File: config.mk
export PLATFORM = sky130hd
export DESIGN_NAME = programmable_interval_timer_3ch_unit
export DESIGN_NICKNAME = d
export VERILOG_FILES = /design/src/hdl/pit3_pkg.sv /design/src/hdl/pit3_front.sv /design/src/hdl/pit3_mod.sv /design/src/hdl/pit3_back.sv /design/src/hdl/programmable_interval_timer_3ch_unit.sv
export SDC_FILE = /design/constraint.sdc
export NUM_CORES = 1
export LEC_CHECK = 0
export ABC_AREA = 0
export BUFFER_PORTS_ARGS = -buffer_cell sky130_fd_sc_hd__buf_2
export CORE_ASPECT_RATIO = 1.4
export CORE_MARGIN = 2
export CORE_UTILIZATION = 49
export CTS_CLUSTER_SIZE = 16
export DETAILED_ROUTE_END_ITERATION = 8
export PLACE_DENSITY = 0.65
export SLEW_MARGIN = 25
export SYNTH_ARGS = -nofsm -noshare
export SYNTH_HDL_FRONTEND = slang
export SYNTH_SLANG_ARGS = --single-unit
File: constraint.sdc
create_clock -name i_clk -period 5.83 [get_ports i_clk]
set_input_delay 0 -clock i_clk [delete_from_list [all_inputs] [get_ports i_clk]]
set_output_delay 0 -clock i_clk [all_outputs]
set_load 0.01 [all_outputs]
File: src/hdl/pit3_pkg.sv
// Shared types and constants of the three-counter interval timer.
// No dependencies.
package pit3_pkg;

    localparam int CNT_W = 16;

    typedef enum logic [1:0] {
        REQ_WRITE   = 2'd0,
        REQ_READ    = 2'd1,
        REQ_ADVANCE = 2'd2,
        REQ_NONE    = 2'd3
    } t_req;

    localparam logic [1:0] ADDR_CTRL = 2'd3;
    localparam logic [1:0] ACC_LATCH = 2'd0;
    localparam logic [1:0] ACC_HIGH  = 2'd2;
    localparam logic [1:0] ACC_BOTH  = 2'd3;
    localparam logic [2:0] MODE_ONESHOT = 3'd0;
    localparam logic [2:0] MODE_SQUARE  = 3'd3;
    localparam logic [2:0] MODE_ALIAS3  = 3'd7;
    localparam logic [7:0] BYTE_ABSENT  = 8'hFF;

    typedef struct packed {
        t_req        req;
        logic [1:0]  addr;
        logic [7:0]  data;
        logic [15:0] ticks;
    } t_cmd;

    typedef enum logic [1:0] {
        ST_IDLE = 2'd0,
        ST_MOD  = 2'd1,
        ST_APPLY = 2'd2,
        ST_OUT  = 2'd3
    } t_state;

endpackage

File: src/hdl/pit3_front.sv
// Front end: accepts input transfers and holds them in a two-entry queue.
// Depends on pit3_pkg.
module pit3_front (
    input  logic          i_clk,
    input  logic          i_rst_n,
    input  logic          i_valid,
    output logic          o_ready,
    input  pit3_pkg::t_cmd i_cmd,
    output logic          o_valid,
    input  logic          i_ready,
    output pit3_pkg::t_cmd o_cmd
);
    import pit3_pkg::*;

    t_cmd       r_mem [2];
    logic       r_wp, n_wp, r_rp, n_rp;
    logic [1:0] r_cnt, n_cnt;
    logic       push, pop;

    assign o_ready = (r_cnt != 2'd2);
    assign o_valid = (r_cnt != 2'd0);
    assign push    = i_valid && o_ready;
    assign pop     = o_valid && i_ready;
    assign o_cmd   = r_mem[r_rp];

    always_comb begin
        n_wp  = push ? ~r_wp : r_wp;
        n_rp  = pop ? ~r_rp : r_rp;
        n_cnt = r_cnt + {1'b0, push} - {1'b0, pop};
    end

    always_ff @(posedge i_clk) begin
        if (!i_rst_n) begin
            r_wp  <= 1'b0;
            r_rp  <= 1'b0;
            r_cnt <= 2'd0;
        end else begin
            r_wp  <= n_wp;
            r_rp  <= n_rp;
            r_cnt <= n_cnt;
        end
    end

    always_ff @(posedge i_clk) begin
        if (push) begin
            r_mem[r_wp] <= i_cmd;
        end
    end
endmodule

File: src/hdl/pit3_mod.sv
// Restoring 16-bit modulo unit, one quotient bit per cycle.
// Depends on pit3_pkg.
module pit3_mod (
    input  logic        i_clk,
    input  logic        i_rst_n,
    input  logic        i_start,
    input  logic [15:0] i_num,
    input  logic [15:0] i_den,
    output logic        o_done,
    output logic [15:0] o_rem
);
    import pit3_pkg::*;

    logic [16:0] r_rem, n_rem;
    logic [15:0] r_num, n_num;
    logic [15:0] r_den;
    logic [4:0]  r_cnt, n_cnt;
    logic        r_busy, n_busy;
    logic [16:0] shifted;

    assign shifted = {r_rem[15:0], r_num[15]};
    assign o_done  = r_busy && (r_cnt == 5'd0);
    assign o_rem   = r_rem[15:0];

    always_comb begin
        n_rem  = r_rem;
        n_num  = r_num;
        n_cnt  = r_cnt;
        n_busy = r_busy;
        if (i_start) begin
            n_rem  = '0;
            n_num  = i_num;
            n_cnt  = 5'd16;
            n_busy = 1'b1;
        end else if (r_busy && r_cnt != 5'd0) begin
            n_num = {r_num[14:0], 1'b0};
            n_rem = (shifted >= {1'b0, r_den}) ? shifted - {1'b0, r_den} : shifted;
            n_cnt = r_cnt - 5'd1;
        end else if (o_done) begin
            n_busy = 1'b0;
        end
    end

    always_ff @(posedge i_clk) begin
        if (!i_rst_n) begin
            r_busy <= 1'b0;
            r_cnt  <= '0;
        end else begin
            r_busy <= n_busy;
            r_cnt  <= n_cnt;
        end
    end

    always_ff @(posedge i_clk) begin
        r_rem <= n_rem;
        r_num <= n_num;
        if (i_start) begin
            r_den <= i_den;
        end
    end
endmodule

File: src/hdl/pit3_back.sv
// Back end: counter state, register access and time advance per counter.
// Depends on pit3_pkg and pit3_mod.
module pit3_back #(
    parameter int NUM_COUNTERS = 3
) (
    input  logic           i_clk,
    input  logic           i_rst_n,
    input  logic           i_valid,
    output logic           o_ready,
    input  pit3_pkg::t_cmd i_cmd,
    output logic           o_valid,
    input  logic           i_ready,
    output logic [10:0]    o_data
);
    import pit3_pkg::*;

    t_state      r_state, n_state;
    t_cmd        r_cmd;
    logic [1:0]  r_ch;
    logic [7:0]  r_rd;
    logic        r_ovalid;
    logic [10:0] r_odata;

    logic [15:0] r_cv [3];
    logic [15:0] r_rv [3];
    logic [15:0] r_lv [3];
    logic [2:0]  r_md [3];
    logic [1:0]  r_am [3];
    logic        r_run [3];
    logic        r_rh [3];
    logic        r_wh [3];
    logic        r_lh [3];
    logic        r_bcd [3];
    logic        r_out [3];
    logic [7:0]  r_cw [3];

    logic        mod_start, mod_done;
    logic [15:0] mod_rem;
    logic        need_mod;
    logic [15:0] rd_src;

    function automatic logic present(input logic [1:0] c);
        return (c != 2'd3) && (int'(c) < NUM_COUNTERS);
    endfunction

    pit3_mod u_mod (
        .i_clk   (i_clk),
        .i_rst_n (i_rst_n),
        .i_start (mod_start),
        .i_num   (r_cmd.ticks),
        .i_den   (r_rv[r_ch]),
        .o_done  (mod_done),
        .o_rem   (mod_rem)
    );

    assign need_mod = present(r_ch) && r_run[r_ch] && (r_md[r_ch] == MODE_SQUARE)
                      && (r_rv[r_ch] >= 16'd3);
    assign o_ready  = (r_state == ST_IDLE);
    assign o_valid  = r_ovalid;
    assign o_data   = r_odata;
    assign rd_src   = r_lh[r_ch] ? r_lv[r_ch] : r_cv[r_ch];

    always_comb begin
        n_state = r_state;
        case (r_state)
            ST_IDLE: if (i_valid) n_state = (i_cmd.req == REQ_ADVANCE) ? ST_MOD : ST_APPLY;
            ST_MOD: begin
                if (!need_mod) n_state = (r_ch == 2'd2) ? ST_OUT : ST_MOD;
                else if (mod_done) n_state = (r_ch == 2'd2) ? ST_OUT : ST_MOD;
            end
            ST_APPLY: n_state = ST_OUT;
            ST_OUT: if (!r_ovalid || i_ready) n_state = ST_IDLE;
            default: n_state = ST_IDLE;
        endcase
    end

    logic r_mstarted;
    always_comb begin
        mod_start = (r_state == ST_MOD) && need_mod && !r_mstarted;
    end

    always_ff @(posedge i_clk) begin
        if (!i_rst_n) begin
            r_state    <= ST_IDLE;
            r_ovalid   <= 1'b0;
            r_mstarted <= 1'b0;
            r_ch       <= 2'd0;
            for (int c = 0; c < 3; c++) begin
                r_cv[c] <= '0; r_rv[c] <= '0; r_lv[c] <= '0; r_md[c] <= '0;
                r_am[c] <= ACC_LATCH; r_run[c] <= 1'b0; r_rh[c] <= 1'b0;
                r_wh[c] <= 1'b0; r_lh[c] <= 1'b0; r_bcd[c] <= 1'b0; r_out[c] <= 1'b1;
            end
            r_cw[0] <= 8'h10; r_cw[1] <= 8'h50; r_cw[2] <= 8'h90;
        end else begin
            r_state <= n_state;
            if (r_state == ST_OUT && (!r_ovalid || i_ready)) r_ovalid <= 1'b1;
            else if (r_ovalid && i_ready) r_ovalid <= 1'b0;
            case (r_state)
                ST_IDLE: begin
                    if (i_valid) begin
                        r_cmd <= i_cmd;
                        r_rd  <= 8'd0;
                        r_mstarted <= 1'b0;
                        r_ch  <= (i_cmd.req == REQ_ADVANCE) ? 2'd0 :
                                 (i_cmd.req == REQ_WRITE && i_cmd.addr == ADDR_CTRL)
                                     ? i_cmd.data[7:6] : i_cmd.addr;
                    end
                end
                ST_MOD: begin
                    if (present(r_ch)) begin
                        if (r_run[r_ch] && r_md[r_ch] == MODE_ONESHOT) begin
                            if (r_cv[r_ch] < r_cmd.ticks) begin
                                r_out[r_ch] <= 1'b1;
                                r_run[r_ch] <= 1'b0;
                            end
                            r_cv[r_ch] <= r_cv[r_ch] - r_cmd.ticks;
                        end else if (r_run[r_ch] && r_md[r_ch] == MODE_SQUARE) begin
                            if (mod_start) r_mstarted <= 1'b1;
                            if (mod_done) begin
                                if (r_cv[r_ch] < mod_rem) begin
                                    r_cv[r_ch] <= r_cv[r_ch] + r_rv[r_ch] - mod_rem;
                                    r_out[r_ch] <= ((r_cv[r_ch] + r_rv[r_ch] - mod_rem)
                                                    >= {1'b0, r_rv[r_ch][15:1]});
                                end else begin
                                    r_cv[r_ch] <= r_cv[r_ch] - mod_rem;
                                    r_out[r_ch] <= ((r_cv[r_ch] - mod_rem)
                                                    >= {1'b0, r_rv[r_ch][15:1]});
                                end
                            end
                        end else begin
                            r_cv[r_ch] <= r_cv[r_ch] - r_cmd.ticks;
                        end
                    end
                    if (!need_mod || mod_done) begin
                        r_mstarted <= 1'b0;
                        if (r_ch != 2'd2) r_ch <= r_ch + 2'd1;
                    end
                end
                ST_APPLY: begin
                    if (r_cmd.req == REQ_READ) begin
                        if (!present(r_ch)) r_rd <= BYTE_ABSENT;
                        else if (!r_rh[r_ch]) begin
                            r_rh[r_ch] <= 1'b1;
                            r_rd <= rd_src[7:0];
                        end else begin
                            r_rh[r_ch] <= 1'b0;
                            r_lh[r_ch] <= 1'b0;
                            r_rd <= rd_src[15:8];
                        end
                    end else if (r_cmd.req == REQ_WRITE && present(r_ch)) begin
                        if (r_cmd.addr == ADDR_CTRL) begin
                            if (r_cmd.data[5:4] == ACC_LATCH) begin
                                r_lv[r_ch] <= r_cv[r_ch];
                                r_lh[r_ch] <= 1'b1;
                                r_rh[r_ch] <= 1'b0;
                            end else begin
                                r_cw[r_ch]  <= r_cmd.data;
                                r_md[r_ch]  <= (r_cmd.data[3:1] == MODE_ALIAS3) ? MODE_SQUARE
                                               : r_cmd.data[3:1];
                                r_am[r_ch]  <= r_cmd.data[5:4];
                                r_bcd[r_ch] <= r_cmd.data[0];
                                r_lh[r_ch]  <= 1'b0;
                                r_run[r_ch] <= 1'b0;
                                r_wh[r_ch]  <= (r_cmd.data[5:4] == ACC_HIGH);
                                r_rh[r_ch]  <= 1'b0;
                                r_cv[r_ch]  <= '0;
                                r_rv[r_ch]  <= '0;
                                if (r_cmd.data[3:1] == MODE_ONESHOT) r_out[r_ch] <= 1'b0;
                            end
                        end else begin
                            logic [15:0] nrv;
                            logic        go;
                            nrv = r_wh[r_ch] ? {r_cmd.data, r_rv[r_ch][7:0]}
                                             : {r_rv[r_ch][15:8], r_cmd.data};
                            go  = 1'b1;
                            r_rv[r_ch] <= nrv;
                            if (!r_wh[r_ch] && r_am[r_ch] == ACC_BOTH) begin
                                go = 1'b0;
                                r_wh[r_ch] <= 1'b1;
                                if (r_md[r_ch] == MODE_ONESHOT) begin
                                    r_run[r_ch] <= 1'b0;
                                    r_out[r_ch] <= 1'b1;
                                end
                            end else if (r_wh[r_ch] && r_am[r_ch] == ACC_BOTH) begin
                                r_wh[r_ch] <= 1'b0;
                            end
                            if (go && (!r_run[r_ch] || r_md[r_ch] == MODE_ONESHOT)) begin
                                r_run[r_ch] <= 1'b1;
                                r_cv[r_ch]  <= nrv;
                                if (r_md[r_ch] == MODE_SQUARE) r_out[r_ch] <= 1'b1;
                                else if (r_md[r_ch] == MODE_ONESHOT) r_out[r_ch] <= 1'b0;
                            end
                        end
                    end
                end
                ST_OUT: begin
                    if (!r_ovalid || i_ready) begin
                        r_odata  <= {present(2'd2) ? r_out[2] : 1'b1,
                                     present(2'd1) ? r_out[1] : 1'b1,
                                     present(2'd0) ? r_out[0] : 1'b1,
                                     (r_cmd.req == REQ_READ && r_cmd.addr == ADDR_CTRL)
                                         ? BYTE_ABSENT : r_rd};
                    end
                end
                default: ;
            endcase
        end
    end
endmodule

File: src/hdl/programmable_interval_timer_3ch_unit.sv
// Three-counter interval timer, top level.
// Reads and writes pass states IDLE, APPLY, OUT; tick transfers pass IDLE, MOD, OUT,
// using the shared 16-step modulo unit once per running square-wave counter (reload >= 3).
// One transfer is processed at a time; a 2-entry input queue absorbs arrivals.
// Synchronous active-low reset: all counters stopped, outputs high.
// Depends on pit3_pkg, pit3_front, pit3_back.
module programmable_interval_timer_3ch_unit #(
    parameter int NUM_COUNTERS = 3
) (
    input  logic        i_clk,
    input  logic        i_rst_n,
    input  logic        s_axis_tvalid,
    output logic        s_axis_tready,
    input  logic [1:0]  s_axis_tuser,   // req_type
    input  logic [31:0] s_axis_tdata,   // reg_addr[1:0], write_data[9:2], tick_count[25:10]
    output logic        m_axis_tvalid,
    input  logic        m_axis_tready,
    output logic [15:0] m_axis_tdata    // read_data[7:0], out_zero, out_one, out_two
);
    import pit3_pkg::*;

    t_cmd        in_cmd, q_cmd;
    logic        q_valid, q_ready;
    logic [10:0] odata;

    assign in_cmd = '{req: t_req'(s_axis_tuser), addr: s_axis_tdata[1:0],
                      data: s_axis_tdata[9:2], ticks: s_axis_tdata[25:10]};
    assign m_axis_tdata = {5'd0, odata};

    pit3_front u_front (
        .i_clk(i_clk), .i_rst_n(i_rst_n),
        .i_valid(s_axis_tvalid), .o_ready(s_axis_tready), .i_cmd(in_cmd),
        .o_valid(q_valid), .i_ready(q_ready), .o_cmd(q_cmd)
    );

    pit3_back #(.NUM_COUNTERS(NUM_COUNTERS)) u_back (
        .i_clk(i_clk), .i_rst_n(i_rst_n),
        .i_valid(q_valid), .o_ready(q_ready), .i_cmd(q_cmd),
        .o_valid(m_axis_tvalid), .i_ready(m_axis_tready), .o_data(odata)
    );

    a_hold: assert property (@(posedge i_clk) disable iff (!i_rst_n)
        m_axis_tvalid && !m_axis_tready |=> m_axis_tvalid && $stable(m_axis_tdata))
        else $error("result changed while stalled");
    a_rst_out: assert property (@(posedge i_clk)
        !i_rst_n |=> !m_axis_tvalid)
        else $error("result valid after reset");
endmodule

# ---- Word level (Yosys, flattened, before mapping)
# Memories as Yosys holds them, arrays and structs flattened. A register that Yosys moved wholly into a read port is not among the register bits.
# Cells that the tools add are included.
dict set report word_totals {
  inputBits 38
  ram_bits 230
  wordCells 395
  regBits 108
  memories 11
}
# name depth word_bits read_ports rd_ports_with_merged_regs write_ports line
set memory_table {}
lappend memory_table {u_front.r_mem 2 28 1 1 1 pit3_front.sv:15} ;# t_cmd r_mem [2];
lappend memory_table {u_back.r_cv 3 16 1 1 3 pit3_back.sv:24} ;# logic [15:0] r_cv [3];
lappend memory_table {u_back.r_lv 3 16 1 1 3 pit3_back.sv:26} ;# logic [15:0] r_lv [3];
lappend memory_table {u_back.r_rv 3 16 1 1 3 pit3_back.sv:25} ;# logic [15:0] r_rv [3];
lappend memory_table {u_back.r_md 3 3 1 1 3 pit3_back.sv:27} ;# logic [2:0] r_md [3];
lappend memory_table {u_back.r_am 3 2 1 1 3 pit3_back.sv:28} ;# logic [1:0] r_am [3];
lappend memory_table {{+5 memories} -- -- -- -- -- --}
dict set report classes {
  eq_ne 26
  addsub 9
  magnitude_cmp 7
  reduce_logical 60
  muxes 238
  n_bitwise 25
}
# operator n
set op_table {}
lappend op_table {{16-bit two-way mux} 14}
lappend op_table {{1-bit two-way mux} 172}
lappend op_table {{2-bit two-way mux} 40}
lappend op_table {{16-bit subtractor} 4}
lappend op_table {{16-bit OR reduction} 3}
lappend op_table {{16-bit by 15-bit greater-or-equal comparator with 1-bit output} 2}
lappend op_table {{16-bit < comparator} 2}
lappend op_table {{8-bit two-way mux} 4}
lappend op_table {{1-bit OR} 22}
lappend op_table {{1-bit logical AND} 20}
lappend op_table {{17-bit by 16-bit greater-or-equal comparator with 1-bit output} 1}
lappend op_table {{16-bit adder} 1}
lappend op_table {{2-bit equality test (second input constant)} 8}
lappend op_table {{16-bit by 2-bit greater-or-equal comparator with 1-bit output (second input constant)} 1}
lappend op_table {{8-bit one-hot mux with 2 select lines} 1}
lappend op_table {{2-bit != test (second input constant)} 6}
lappend op_table {{2-bit nonzero test} 6}
lappend op_table {{5-bit two-way mux} 2}
lappend op_table {{3-bit != test (second input constant)} 3}
lappend op_table {{3-bit AND reduction} 3}
lappend op_table {{2-bit zero test} 4}
lappend op_table {{2-bit one-hot mux with 4 select lines} 1}
lappend op_table {{4-bit AND reduction} 2}
lappend op_table {{3-bit zero test} 2}
lappend op_table {{23 further kinds} 41}

# ---- Logic depth before layout (Yosys ltp)
# Gate-level depths: netlist of the first run.
dict set report depth {
  word_depth 20
  ltp_mapped 25
}

# ---- By module
# From an unflattened synthesis of the first run, not the netlist that was laid out.
dict set report hier_totals {
  hier_cells 1852
  hier_area_um2 21956.1
}
# module seq_area_each_um2 area_per_inst_um2 cells_per_inst instances
set modules_own_cells {}
lappend modules_own_cells {pit3_back 8388.0 16555.9 1449 1}
lappend modules_own_cells {pit3_mod 1401.3 3000.4 286 1}
lappend modules_own_cells {pit3_front 1781.7 2358.5 111 1}
lappend modules_own_cells {programmable_interval_timer_3ch_unit 0.0 41.3 6 1}

# ---- Least setup slack after synthesis of the first run
# OpenSTA, ideal clock, no wires.
dict set report synth_timing {
  kind {register -> register}
  startpoint {register with a tool-made name}
  endpoint {memory u_back.r_out[0] (data pin)}
  path_stages_with_launch 23
  t_arrival_ps 5085
  path_slack_ps 471
  required_ps 5556
  setup_time_ps 274
  synth_period_minus_slack_ps 5359
  path_cell_list {dfxtp_1 buf_6 buf_6 buf_1 clkbuf_1 o21ai_1 fa_1 inv_1 ha_1 nor2b_1 o2111ai_1 nand4_1 a2111oi_2 nor3_1 or2_2 ha_1 a21o_1 a21oi_1 nand2_1 a31oi_1 o21bai_1 o211ai_1 nand4_1}
}
# item line
set synth_rtl {}
lappend synth_rtl {{end, declared} pit3_back.sv:34} ;# logic r_out [3];

==> results of run 1 <==
==> layout make-up <==
type	count	share of cell area (%)
inverters	167	2.55
repair buffers	153	4.63
clock buffers	49	4.25
well taps	558	2.84
flip-flops and latches	401	47.1
clock inverters	22	0.937
multi-input cells	1278	37.7
==> power groups by stage <==
stage          combinational (mW)  clock [mW]  sequential [mW]
6_report                     8.57        2.55             3.87
4_1_cts                      8.38        2.60             3.90
5_1_grt                      9.37        2.68             3.90
2_1_floorplan                5.71           0             3.81
3_3_place_gp                 8.23           0             3.94
3_5_place_dp                 8.30           0             3.96
==> flip-flops by register name (all words and copies together), names as in the netlist, 12 cells and up, named ones only <==
register / count
u_back.r_cv: 64
u_back.r_lv: 64
u_back.r_rv: 64
u_front.r_mem: 56
u_back.r_cmd: 28
u_back.u_mod.r_den: 16
u_back.u_mod.r_num: 16
u_back.u_mod.r_rem: 16
u_back.r_md: 12
==> placed cells by master (no fill, tap or decap), drive strengths merged, types with 49 or more instances in the layout <==
| cell type | count |
|---|---|
| a21oi | 81 |
| conb | 62 |
| mux2 | 57 |
| buf | 123 |
| clkbuf | 49 |
| o21ai | 62 |
| nor2 | 209 |
| inv | 170 |
| and2 | 61 |
| nand2 | 147 |
| edfxtp | 354 |
| ha | 106 |
==> worst max-delay path, stage by stage, from the launching register on <==
cell and delay, ps:
dfxtp_4 550, buf_4 240, mux2_2 350, o21ai_1 210, ha_1 200, inv_1 60, ha_1 230, inv_1 80
fa_1 230, nor2b_1 80, o2111ai_1 260, nand4_1 220, a2111oi_2 610, nor3_1 140, or2_2 300, ha_1 300
a21o_1 180, a21oi_1 170, nand2_1 70, a31oi_1 150, o21bai_1 130, o211ai_1 370, nand4_1 150
==> layer usage <==
layer	up-vias	global-route usage, %	routed length (um)
met3	145	2.98	2550
met4	0	16.4	4180
li1	7063	-	-
met2	447	46.9	30000
met1	7430	29.9	22900
met5	-	0	0
==> stage by stage <==
step / cell area, um2 / total power [mW]
final: 24600 / 15.0
after global placement: 22900 / 12.2
after CTS: 24500 / 14.9
after global routing: 24600 / 16.0
after floorplan: 21800 / 9.51
after detailed placement: 22900 / 12.3
==> timing repair <==
action / in CTS / in global routing
buffers inserted: 0 / 11
setup endpoints to repair: 0 / 3
hold buffers: 30 / 0
hold endpoints to repair: 59 / 0
gates resized for setup: 0 / 1
==> worst max-delay path by stage <==
stage / endpoint / cells past startpoint / slack, ps
6_report: u_back.r_out[2]$_SDFFCE_PN1P_ / 22 / 240
3_3_place_gp: u_back.r_out[1]$_SDFFCE_PN1P_ / 19 / 340
3_5_place_dp: u_back.r_out[2]$_SDFFCE_PN1P_ / 22 / 220
2_1_floorplan: u_back.r_out[0]$_SDFFCE_PN1P_ / 22 / 470
4_1_cts: u_back.r_out[2]$_SDFFCE_PN1P_ / 22 / 210
5_1_grt: u_back.r_out[2]$_SDFFCE_PN1P_ / 17 / 9
==> cell families after synthesis <==
family,count (synthesis),share of synthesized area [%]
XOR/XNOR,49,1.99
flip-flops,401,53.6
other,1,0.0174
buffers and inverters,244,4.55
adder cells (fa/ha/maj),124,7.82
AND/OR/NAND/NOR,569,12.3
multiplexers,139,9.16
AO/OA/AOI/OAI,335,10.5
==> reports/qor.csv, run 1 <==
metric,value,unit
"Max FO, Critical Path",15,
WL/cell,22.7,um
post-route setup slack,241,ps
number of synthesis warnings,0,
core area,0.0437,mm2
Crit. End Element,flip-flop,
count of different cell masters after synthesis,79,
Hold Startpoint,i_rst_n,
RSZ-0062 raised after global routing,no,
cell internal pwr,8.48,mW
Net Sw Power,6.51,mW
syn_area_per_cell,11.6,um2
final slew viol count,0,
flip-flop and latch area,0.0116,mm2
synthesis-to-layout area growth,13.9,%
Seq pwr share,25.8,%
grt ovf,0,
startpoint types,flip-flop,
All-Layer GR Usage,26.2,%
synth cell count leaders,"edfxtp_1 (354), nor2_1 (208), inv_1 (167), nand2_1 (147), ha_1 (106)",
io pins,56,
DP Cell Count,2516,
CTS tree,yes,
Filler cells,3754,
top cell type's share of synthesized area,49.3,%
Final Hold Fails,0,
Final period util,95.9,%
Yosys top cell by area,edfxtp_1,
VDD IR max,311,uV
overall via count from detail_route,15100,
register bit total from synthesis,401,
Initial Utilization,49.4,%
worst hold slack,69.2,ps
"count leader, synth",edfxtp_1,
final net count,2203,
Post-Syn Area,0.0216,mm2
gp weighted congestion,0.975,
crit path time final,5590,ps
first-pass GRT wire length,89700,um
largest net degree at the start of global routing,40,
CP Class,flip-flop to flip-flop,
total CTS buffers,40,
Synth async-reset ratio,0,%
outcome,completed,
CTS Buffer Depth,3,
drt pass-1 iters,5,
top_reg_cell synth,edfxtp_1,
CTS clock-pin slew for the worst setup and hold paths,70,ps
hpwl dp,44200,um
"top cells by area, synth","edfxtp_1 (49%), ha_1 (6.1%), dfxtp_1 (4.4%)",
Via density,5.74,
setup TNS,0,ps
Final setup viols,0,
Worst R2R Path Depth,22,
crit path DAT,5870,ps
Antenna Nets Post-Route,0,
"setup slack, reg-to-reg",240,ps
worst hold stages,3,
Buffers on Ports,44,
Worst Skew,25.6,ps
"Req. time, crit path",6110,ps
1st-iter DRT viols,1101,
Reg-to-Reg End,u_back.r_out[2]$_SDFFCE_PN1P_,
highest clock rate,179,MHz
P_leak,9.71,nW
combinational group share of total power,57.1,%
Worst Hold Path EP,u_back.r_lh[0]$_DFF_P_,
Clock power frac,17.0,%
post-synthesis sequential area ratio,53.6,%
Sink Count,401,
"Clk Latency, worst-skew pair",550,ps
final core utilization,56.2,%
final std cells w/o fill,2628,
final WL,59600,um
ant diodes,0,
Synth Instances,1862,
vias in the first global route,15400,
share of post-route cells with drive strength above 1,14.5,%
Worst slew margin,35.2,%
switching part of the total,43.4,%
Die X,181,um
Die H,252,um
initial antenna violation count,0,
Worst Tran Pin Value,968,ps
H-tree levels,2,
worst min path class,primary input to flip-flop,
Post-synth EDFFs,354,
Core Rows,91,
multi-input logic area,0.00926,mm2
CTS root buf,clkbuf_16,
Post-route DRC,0,
area of the die,0.0458,mm2
Max Cap Violations,0,
pre-CTS setup slack,222,ps
Pwr Density,610,mW/mm2
(Power assumes the default switching activity.)
==> run 2, diff against run 1 <==
==> constraint.sdc (replaced) <==
create_clock -name i_clk -period 5.83 [get_ports i_clk]
set_input_delay 0.8745 -clock i_clk [delete_from_list [all_inputs] [get_ports i_clk]]
set_output_delay 0.8745 -clock i_clk [all_outputs]
set_load 0.01 [all_outputs]
==> run 2 against run 1 <==
First-iteration DRC count increased by 0.27%. Via count hardly changed. Sequential power barely moved. Clock power fell by 5%. Worst hold slack improved by 390 ps. Utilization fell by 0.69 points. Combinational power about the same. Cell count shrank 0.65%. Register-to-register slack gained 90 ps. Sequential cell count is the same. Sequential share of layout area up 0.58 points. Count of clock-buffer cells in the layout rose by 5. Critical endpoint is now u_back.r_out[1]$_SDFFCE_PN1P_. Highest routed layer unchanged.
==> reports/qor.csv, run 2 (synthesized netlist as in run 1, its figures left out) <==
metric,value,unit,change
setup TNS,0,ps,unchanged
overall via count from detail_route,15100,,about the same
largest net degree at the start of global routing,40,,unchanged
Core Rows,91,,unchanged
worst min path class,flip-flop to flip-flop,,was primary input to flip-flop
synthesis-to-layout area growth,12.5,%,was 13.9%
cell internal pwr,8.33,mW,was 8.48 mW
Via density,5.78,,was 5.74
"Clk Latency, worst-skew pair",570,ps,was 550 ps
grt ovf,0,,unchanged
hold buffer count at CTS,0,,was 30
Final Hold Fails,0,,unchanged
VDD IR max,322,uV,was 311 uV
Post-route DRC,0,,unchanged
P_leak,9.60,nW,was 9.71 nW
highest clock rate,182,MHz,was 179 MHz
gp weighted congestion,0.992,,was 0.975
Buffers on Ports,44,,unchanged
1st-iter DRT viols,1104,,was 1101
Largest regs,"u_back.r_cv: 64 flops, u_back.r_lv: 64 flops, u_back.r_rv: 64 flops",,unchanged
final std cells w/o fill,2611,,was 2628
Crit. End Element,flip-flop,,unchanged
switching part of the total,44.0,%,was 43.4%
Final period util,94.2,%,was 95.9%
Clock power frac,16.2,%,was 17.0%
Antenna Nets Post-Route,0,,unchanged
final WL,58700,um,was 59600 um
total CTS buffers,40,,unchanged
Tot Pwr,14.9,mW,was 15.0 mW
Seq pwr share,26.0,%,was 25.8%
Die X,181,um,unchanged
Max Cap Violations,0,,unchanged
Worst slew margin,22.3,%,was 35.2%
crit path time final,5490,ps,was 5590 ps
startpoint types,flip-flop,,unchanged
Sink Count,401,,unchanged
initial antenna violation count,0,,unchanged
worst path bufs/invs,4,,was 3
ant diodes,0,,unchanged
combinational group share of total power,57.8,%,was 57.1%
"Req. time, crit path",6110,ps,about the same
final slew viol count,0,,unchanged
CTS tree,yes,,unchanged
share of post-route cells with drive strength above 1,15.3,%,was 14.5%
"most common cell after layout, fill and taps aside",edfxtp_1,,unchanged
Worst Tran Pin Value,1140,ps,was 968 ps
crit-path leading delay family,compound AO/OA/AOI/OAI gates,,unchanged
first-pass GRT wire length,88000,um,was 89700 um
CP Class,flip-flop to flip-flop,,unchanged
core area,0.0437,mm2,unchanged
final net count,2185,,was 2203
crit path cell chain,"buf_4, mux2i_1, nand2_1, o21ai_1, buf_4, inv_1, ha_1, nor2b_1, o31a_1, o221a_2, o31a_1, o31a_1, xor2_1, ha_1, a2111oi_1, o211ai_1, o22ai_1, o2111ai_1, o211ai_1, buf_4, nand4_1",,"was buf_4, mux2_2, o21ai_1, ha_1, inv_1, ha_1, inv_1, fa_1, nor2b_1, o2111ai_1, nand4_1, a2111oi_2, nor3_1, or2_2, ha_1, a21o_1, a21oi_1, nand2_1, a31oi_1, o21bai_1, o211ai_1, nand4_1"
io pins,56,,unchanged
Worst Skew,33.9,ps,was 25.6 ps
vias in the first global route,15100,,was 15400
Die H,252,um,unchanged
Final setup viols,0,,unchanged
Net Sw Power,6.53,mW,was 6.51 mW
crit path DAT,5770,ps,was 5870 ps
most frequent cells in the layout,"edfxtp_1 (354), nor2_1 (206), inv_1 (167), nand2_1 (147), ha_1 (106)",,unchanged
CTS Buffer Depth,3,,unchanged
CTS clock-pin slew for the worst setup and hold paths,60,ps,was 70 ps
DP Cell Count,2528,,was 2516
hpwl dp,44100,um,was 44200 um
Pwr Density,612,mW/mm2,was 610 mW/mm2
drt pass-1 iters,5,,unchanged
WL/cell,22.5,um,was 22.7 um
area of the die,0.0458,mm2,unchanged
All-Layer GR Usage,25.7,%,was 26.2%
H-tree levels,2,,unchanged
Initial Utilization,49.4,%,unchanged
"Slowest-stage cell, CP",dfxtp_4,,was a2111oi_2
outcome,completed,,unchanged
Worst path max stage delay,560,ps,was 610 ps
final core utilization,55.5,%,was 56.2%
RSZ-0062 raised after global routing,no,,unchanged
CTS root buf,clkbuf_16,,unchanged
"Max FO, Critical Path",20,,was 15
## run 2: cell count changes in the layout (fill, tap and decap cells not counted)
cell | before | now
a2111oi_0 | 6 | 5
a2111oi_1 | 0 | 1
buf_12 | 1 | 0
buf_4 | 76 | 90
buf_8 | 1 | 0
bufinv_16 | 4 | 0
clkbuf_1 | 8 | 13
clkinv_1 | 7 | 2
clkinv_2 | 5 | 7
clkinvlp_4 | 1 | 3
dlygate4sd3_1 | 30 | 0
inv_16 | 0 | 1
o21ai_1 | 17 | 16
o21ai_2 | 0 | 1
## run 2: final cells by class
class                      instances  area (um2)
fill                            3784       19400
sequential                       401       11600
timing repair buffer             135         907
tap                              558         698
clock inverter                    18         136
multi-input combinational       1278        9270
inverter                         167         627
clock buffer                      54        1060
## run 2: timing repair
| item | in CTS | in global routing |
|---|---|---|
| setup endpoints to repair | 0 | 3 |
| setup buffers | 0 | 11 |
| gates resized for setup | 0 | 3 |
## run 2: final timing paths
| kind | slack, ps | from | to | cells past startpoint |
|---|---|---|---|---|
| worst min-delay path | 460 | u_back.r_out[1]$_SDFFCE_PN1P_ | m_axis_tdata[9]$_DFFE_PP_ | 0 |
| worst max register to register | 340 | flip-flop | u_back.r_out[1]$_SDFFCE_PN1P_ | 21 |
| worst min register to register | 460 | u_back.r_out[1]$_SDFFCE_PN1P_ | m_axis_tdata[9]$_DFFE_PP_ | 0 |
| worst max-delay path | 340 | flip-flop | u_back.r_out[1]$_SDFFCE_PN1P_ | 21 |
## run 2: power groups by stage
stage	clock network [mW]	registers [mW]	logic [mW]
6_report	2.41	3.86	8.59
5_1_grt	2.54	3.90	9.35
4_1_cts	2.45	3.88	8.41
3_5_place_dp	0	3.94	8.34
3_3_place_gp	0	3.92	8.24
2_1_floorplan	0	3.81	5.71
## run 2: worst reg2reg max path, cell delays in order, from the launching register on
cell	delay, ps
dfxtp_4	560
buf_4	260
mux2i_1	210
nand2_1	70
o21ai_1	230
buf_4	220
inv_1	60
ha_1	270
nor2b_1	150
o31a_1	290
o221a_2	300
o31a_1	360
o31a_1	350
xor2_1	180
ha_1	320
a2111oi_1	430
o211ai_1	170
o22ai_1	190
o2111ai_1	170
o211ai_1	160
buf_4	160
nand4_1	100
## run 2: per-layer routing
metal / up-vias / track usage (%) / wire, um
met2: 470 / 46.5 / 30100
li1: 7053 / - / -
met4: 0 / 15.4 / 3810
met1: 7426 / 29.4 / 22100
met3: 149 / 2.64 / 2680
met5: - / 0 / 0
## run 2: through the flow
step	hold WS (ps)	worst slack [ps]	instance area (um2)
6_report	462	335	24300
3_3_place_gp	438	381	23000
2_1_floorplan	400	471	21800
4_1_cts	465	266	24200
5_1_grt	469	4.15	24300
3_5_place_dp	412	287	23000
==> run 3, diff against run 2 <==
- BUFFER_PORTS_ARGS: -buffer_cell sky130_fd_sc_hd__buf_2 -> default
- DONT_BUFFER_PORTS: default -> 1
- PLACE_DENSITY: 0.65 -> 0.66
- clock period: 5.83 -> 5 ns (I/O delays scaled with it)
==> run 3 against run 2 <==
Sequential cell count did not move. Via count up 2.0%. Clock power rose by 16%. Sequential share of layout area fell by 2.0 points. Count of clock-buffer cells in the layout down 4. Non-clock buffer count rose by 76. Maximum frequency is 11% higher. Setup slack worse by 260 ps. Global-route usage increased by 0.99 points. Cell count up 2.9%. Highest routed layer unchanged.
==> reports/qor.csv, run 3 (synthesized netlist as in run 1, its figures left out) <==
metric,value,unit,change
outcome,completed,,unchanged
Filler cells,3689,,was 3784
drt pass-1 iters,5,,unchanged
hold buffer count at CTS,0,,unchanged
vias in the first global route,15800,,was 15100
WL/cell,22.7,um,was 22.5 um
Via density,5.74,,was 5.78
"setup slack, reg-to-reg",70,ps,was 340 ps
Die X,181,um,unchanged
P_leak,10.1,nW,was 9.60 nW
Final Hold Fails,0,,unchanged
WL met3,2680,um,about the same
CP Class,flip-flop to flip-flop,,unchanged
initial antenna violation count,0,,unchanged
Worst path max stage delay,450,ps,was 560 ps
Initial Utilization,49.4,%,unchanged
area of the die,0.0458,mm2,unchanged
"Clk Latency, worst-skew pair",550,ps,was 570 ps
"most common cell after layout, fill and taps aside",edfxtp_1,,unchanged
Max Used Layer,met4,,unchanged
CTS clock-pin slew for the worst setup and hold paths,60,ps,about the same
Antenna Nets Post-Route,0,,unchanged
"Slowest-stage cell, CP",dfxtp_4,,unchanged
final std cells w/o fill,2686,,was 2611
All-Layer GR Usage,26.7,%,was 25.7%
Core Rows,91,,unchanged
Largest regs,"u_back.r_cv: 64 flops, u_back.r_lv: 64 flops, u_back.r_rv: 64 flops",,unchanged
Max Cap Violations,0,,unchanged
RSZ-0062 raised after global routing,yes,,was no
final WL,61000,um,was 58700 um
ant diodes,0,,unchanged
post-route setup slack,70.7,ps,was 335 ps
most frequent cells in the layout,"edfxtp_1 (354), nor2_1 (206), buf_4 (197), inv_1 (157), nand2_1 (147)",,"was edfxtp_1 (354), nor2_1 (206), inv_1 (167), nand2_1 (147), ha_1 (106)"
overall via count from detail_route,15400,,was 15100
total CTS buffers,40,,unchanged
wire length on met1,22800,um,was 22100 um
synthesis-to-layout area growth,17.5,%,was 12.5%
CTS root buf,clkbuf_16,,unchanged
"Max FO, Critical Path",8,,was 20
worst min path class,primary input to flip-flop,,was flip-flop to flip-flop
Sink Count,401,,unchanged
Final setup viols,0,,unchanged
Worst slew margin,36.8,%,was 22.3%
hpwl dp,45900,um,was 44100 um
io pins,56,,unchanged
H-tree levels,2,,unchanged
startpoint types,flip-flop,,unchanged
crit path DAT,5180,ps,was 5770 ps
routed wl met2,30800,um,was 30100 um
crit path cell chain,"buf_12, buf_12, buf_12, mux2_2, o21ai_1, buf_4, fa_1, inv_1, ha_1, nand2_1, a211oi_2, a211oi_2, buf_4, o21bai_1, a21oi_2, xnor2_2, ha_1, a21oi_2, nand2_1, a31oi_1, o21bai_1, o211ai_1, buf_4, nand4_1",,"was buf_4, mux2i_1, nand2_1, o21ai_1, buf_4, inv_1, ha_1, nor2b_1, o31a_1, o221a_2, o31a_1, o31a_1, xor2_1, ha_1, a2111oi_1, o211ai_1, o22ai_1, o2111ai_1, o211ai_1, buf_4, nand4_1"
Buffers on Ports,0,,was 44
first-pass GRT wire length,91400,um,was 88000 um
gp weighted congestion,1.02,,was 0.992
Final period util,98.6,%,was 94.2%
VDD IR max,452,uV,was 322 uV
final slew viol count,0,,unchanged
largest net degree at the start of global routing,34,,was 40
core area,0.0437,mm2,unchanged
Worst Skew,30.5,ps,was 33.9 ps
grt ovf,0,,unchanged
pre-CTS setup slack,-223,ps,was 287 ps
Pwr Density,782,mW/mm2,was 612 mW/mm2
1st-iter DRT viols,1234,,was 1104
crit path time final,4930,ps,was 5490 ps
share of post-route cells with drive strength above 1,20.6,%,was 15.3%
Die H,252,um,unchanged
"Req. time, crit path",5250,ps,was 6110 ps
highest clock rate,203,MHz,was 182 MHz
CTS Buffer Depth,3,,unchanged
Post-route DRC,0,,unchanged
final net count,2261,,was 2185
Tot Pwr,19.8,mW,was 14.9 mW
Worst Tran Pin Value,945,ps,was 1140 ps
Crit. End Element,flip-flop,,unchanged
DP Cell Count,2590,,was 2528
CTS tree,yes,,unchanged
run 3: cell count changes in the layout (fill, tap and decap cells not counted), moves of 6 or more:
cell,delta
buf_12,+6
buf_2,-44
buf_4,+107
clkbuf_1,-6
ha_1,-9
ha_4,+8
inv_1,-10
inv_2,+8
run 3: per-stage QoR:
| step | utilization (%) | hold WS (ps) | instance area, um2 | setup TNS (ps) |
|---|---|---|---|---|
| floorplan | - | 400 | 21900 | 0 |
| global placement | 54.1 | 439 | 23700 | -439 |
| detailed placement | 54.1 | 417 | 23700 | -620 |
| CTS | 57.1 | 275 | 25000 | 0 |
| global route | 58.0 | 275 | 25400 | -409 |
| finish | 58.0 | 295 | 25400 | 0 |
run 3: final timing paths:
kind,to,cells past startpoint,start
hold / removal,u_front.r_mem[1][17]$_DFFE_PP_,0,s_axis_tdata[3]
setup / recovery,u_back.r_out[2]$_SDFFCE_PN1P_,24,flip-flop
setup reg to reg,u_back.r_out[2]$_SDFFCE_PN1P_,24,flip-flop
hold reg to reg,m_axis_tdata[10]$_DFFE_PP_,0,u_back.r_out[2]$_SDFFCE_PN1P_
run 3: critical path, delay by kind of cell (launching register included):
| kind | cells | cell delay, ps |
|---|---|---|
| AND/OR/NAND/NOR | 3 | 270 |
| flip-flops | 1 | 450 |
| buffers and inverters | 7 | 990 |
| AO/OA/AOI/OAI | 9 | 1440 |
| multiplexers | 1 | 330 |
| XOR/XNOR | 1 | 220 |
| adder cells (fa/ha/maj) | 3 | 910 |
run 3: area by class of cell:
| cell class | instances | area (um2) | area share (%) |
|---|---|---|---|
| Multi-Input combinational cell | 1278 | 9550 | 37.6 |
| Clock buffer | 50 | 1070 | 4.21 |
| Tap cell | 558 | 698 | 2.75 |
| Clock inverter | 21 | 138 | 0.543 |
| Inverter | 167 | 632 | 2.49 |
| Sequential cell | 401 | 11600 | 45.7 |
| Timing Repair Buffer | 211 | 1700 | 6.69 |
run 3: what timing repair did:
item                                    CTS  global route
gates resized for setup                  12            57
pin swaps                                 5            35
hold endpoints to repair                  0             0
setup buffers                             6            19
endpoints found under the setup margin    3             3
cloned                                    0             0
run 3: power breakdown:
part	internal, mW	leakage [nW]	switching, mW
Clock	1.53	0.595	1.27
Combinational	5.60	5.65	6.95
Sequential	4.27	3.86	0.216
Total	11.4	10.1	8.43
run 3: per-layer routing:
| metal | vias up | global-route usage (%) |
|---|---|---|
| met5 | - | 0 |
| met4 | 0 | 18.3 |
| met3 | 180 | 3.14 |
| met2 | 490 | 47.5 |
| met1 | 7562 | 30.1 |
| li1 | 7173 | - |
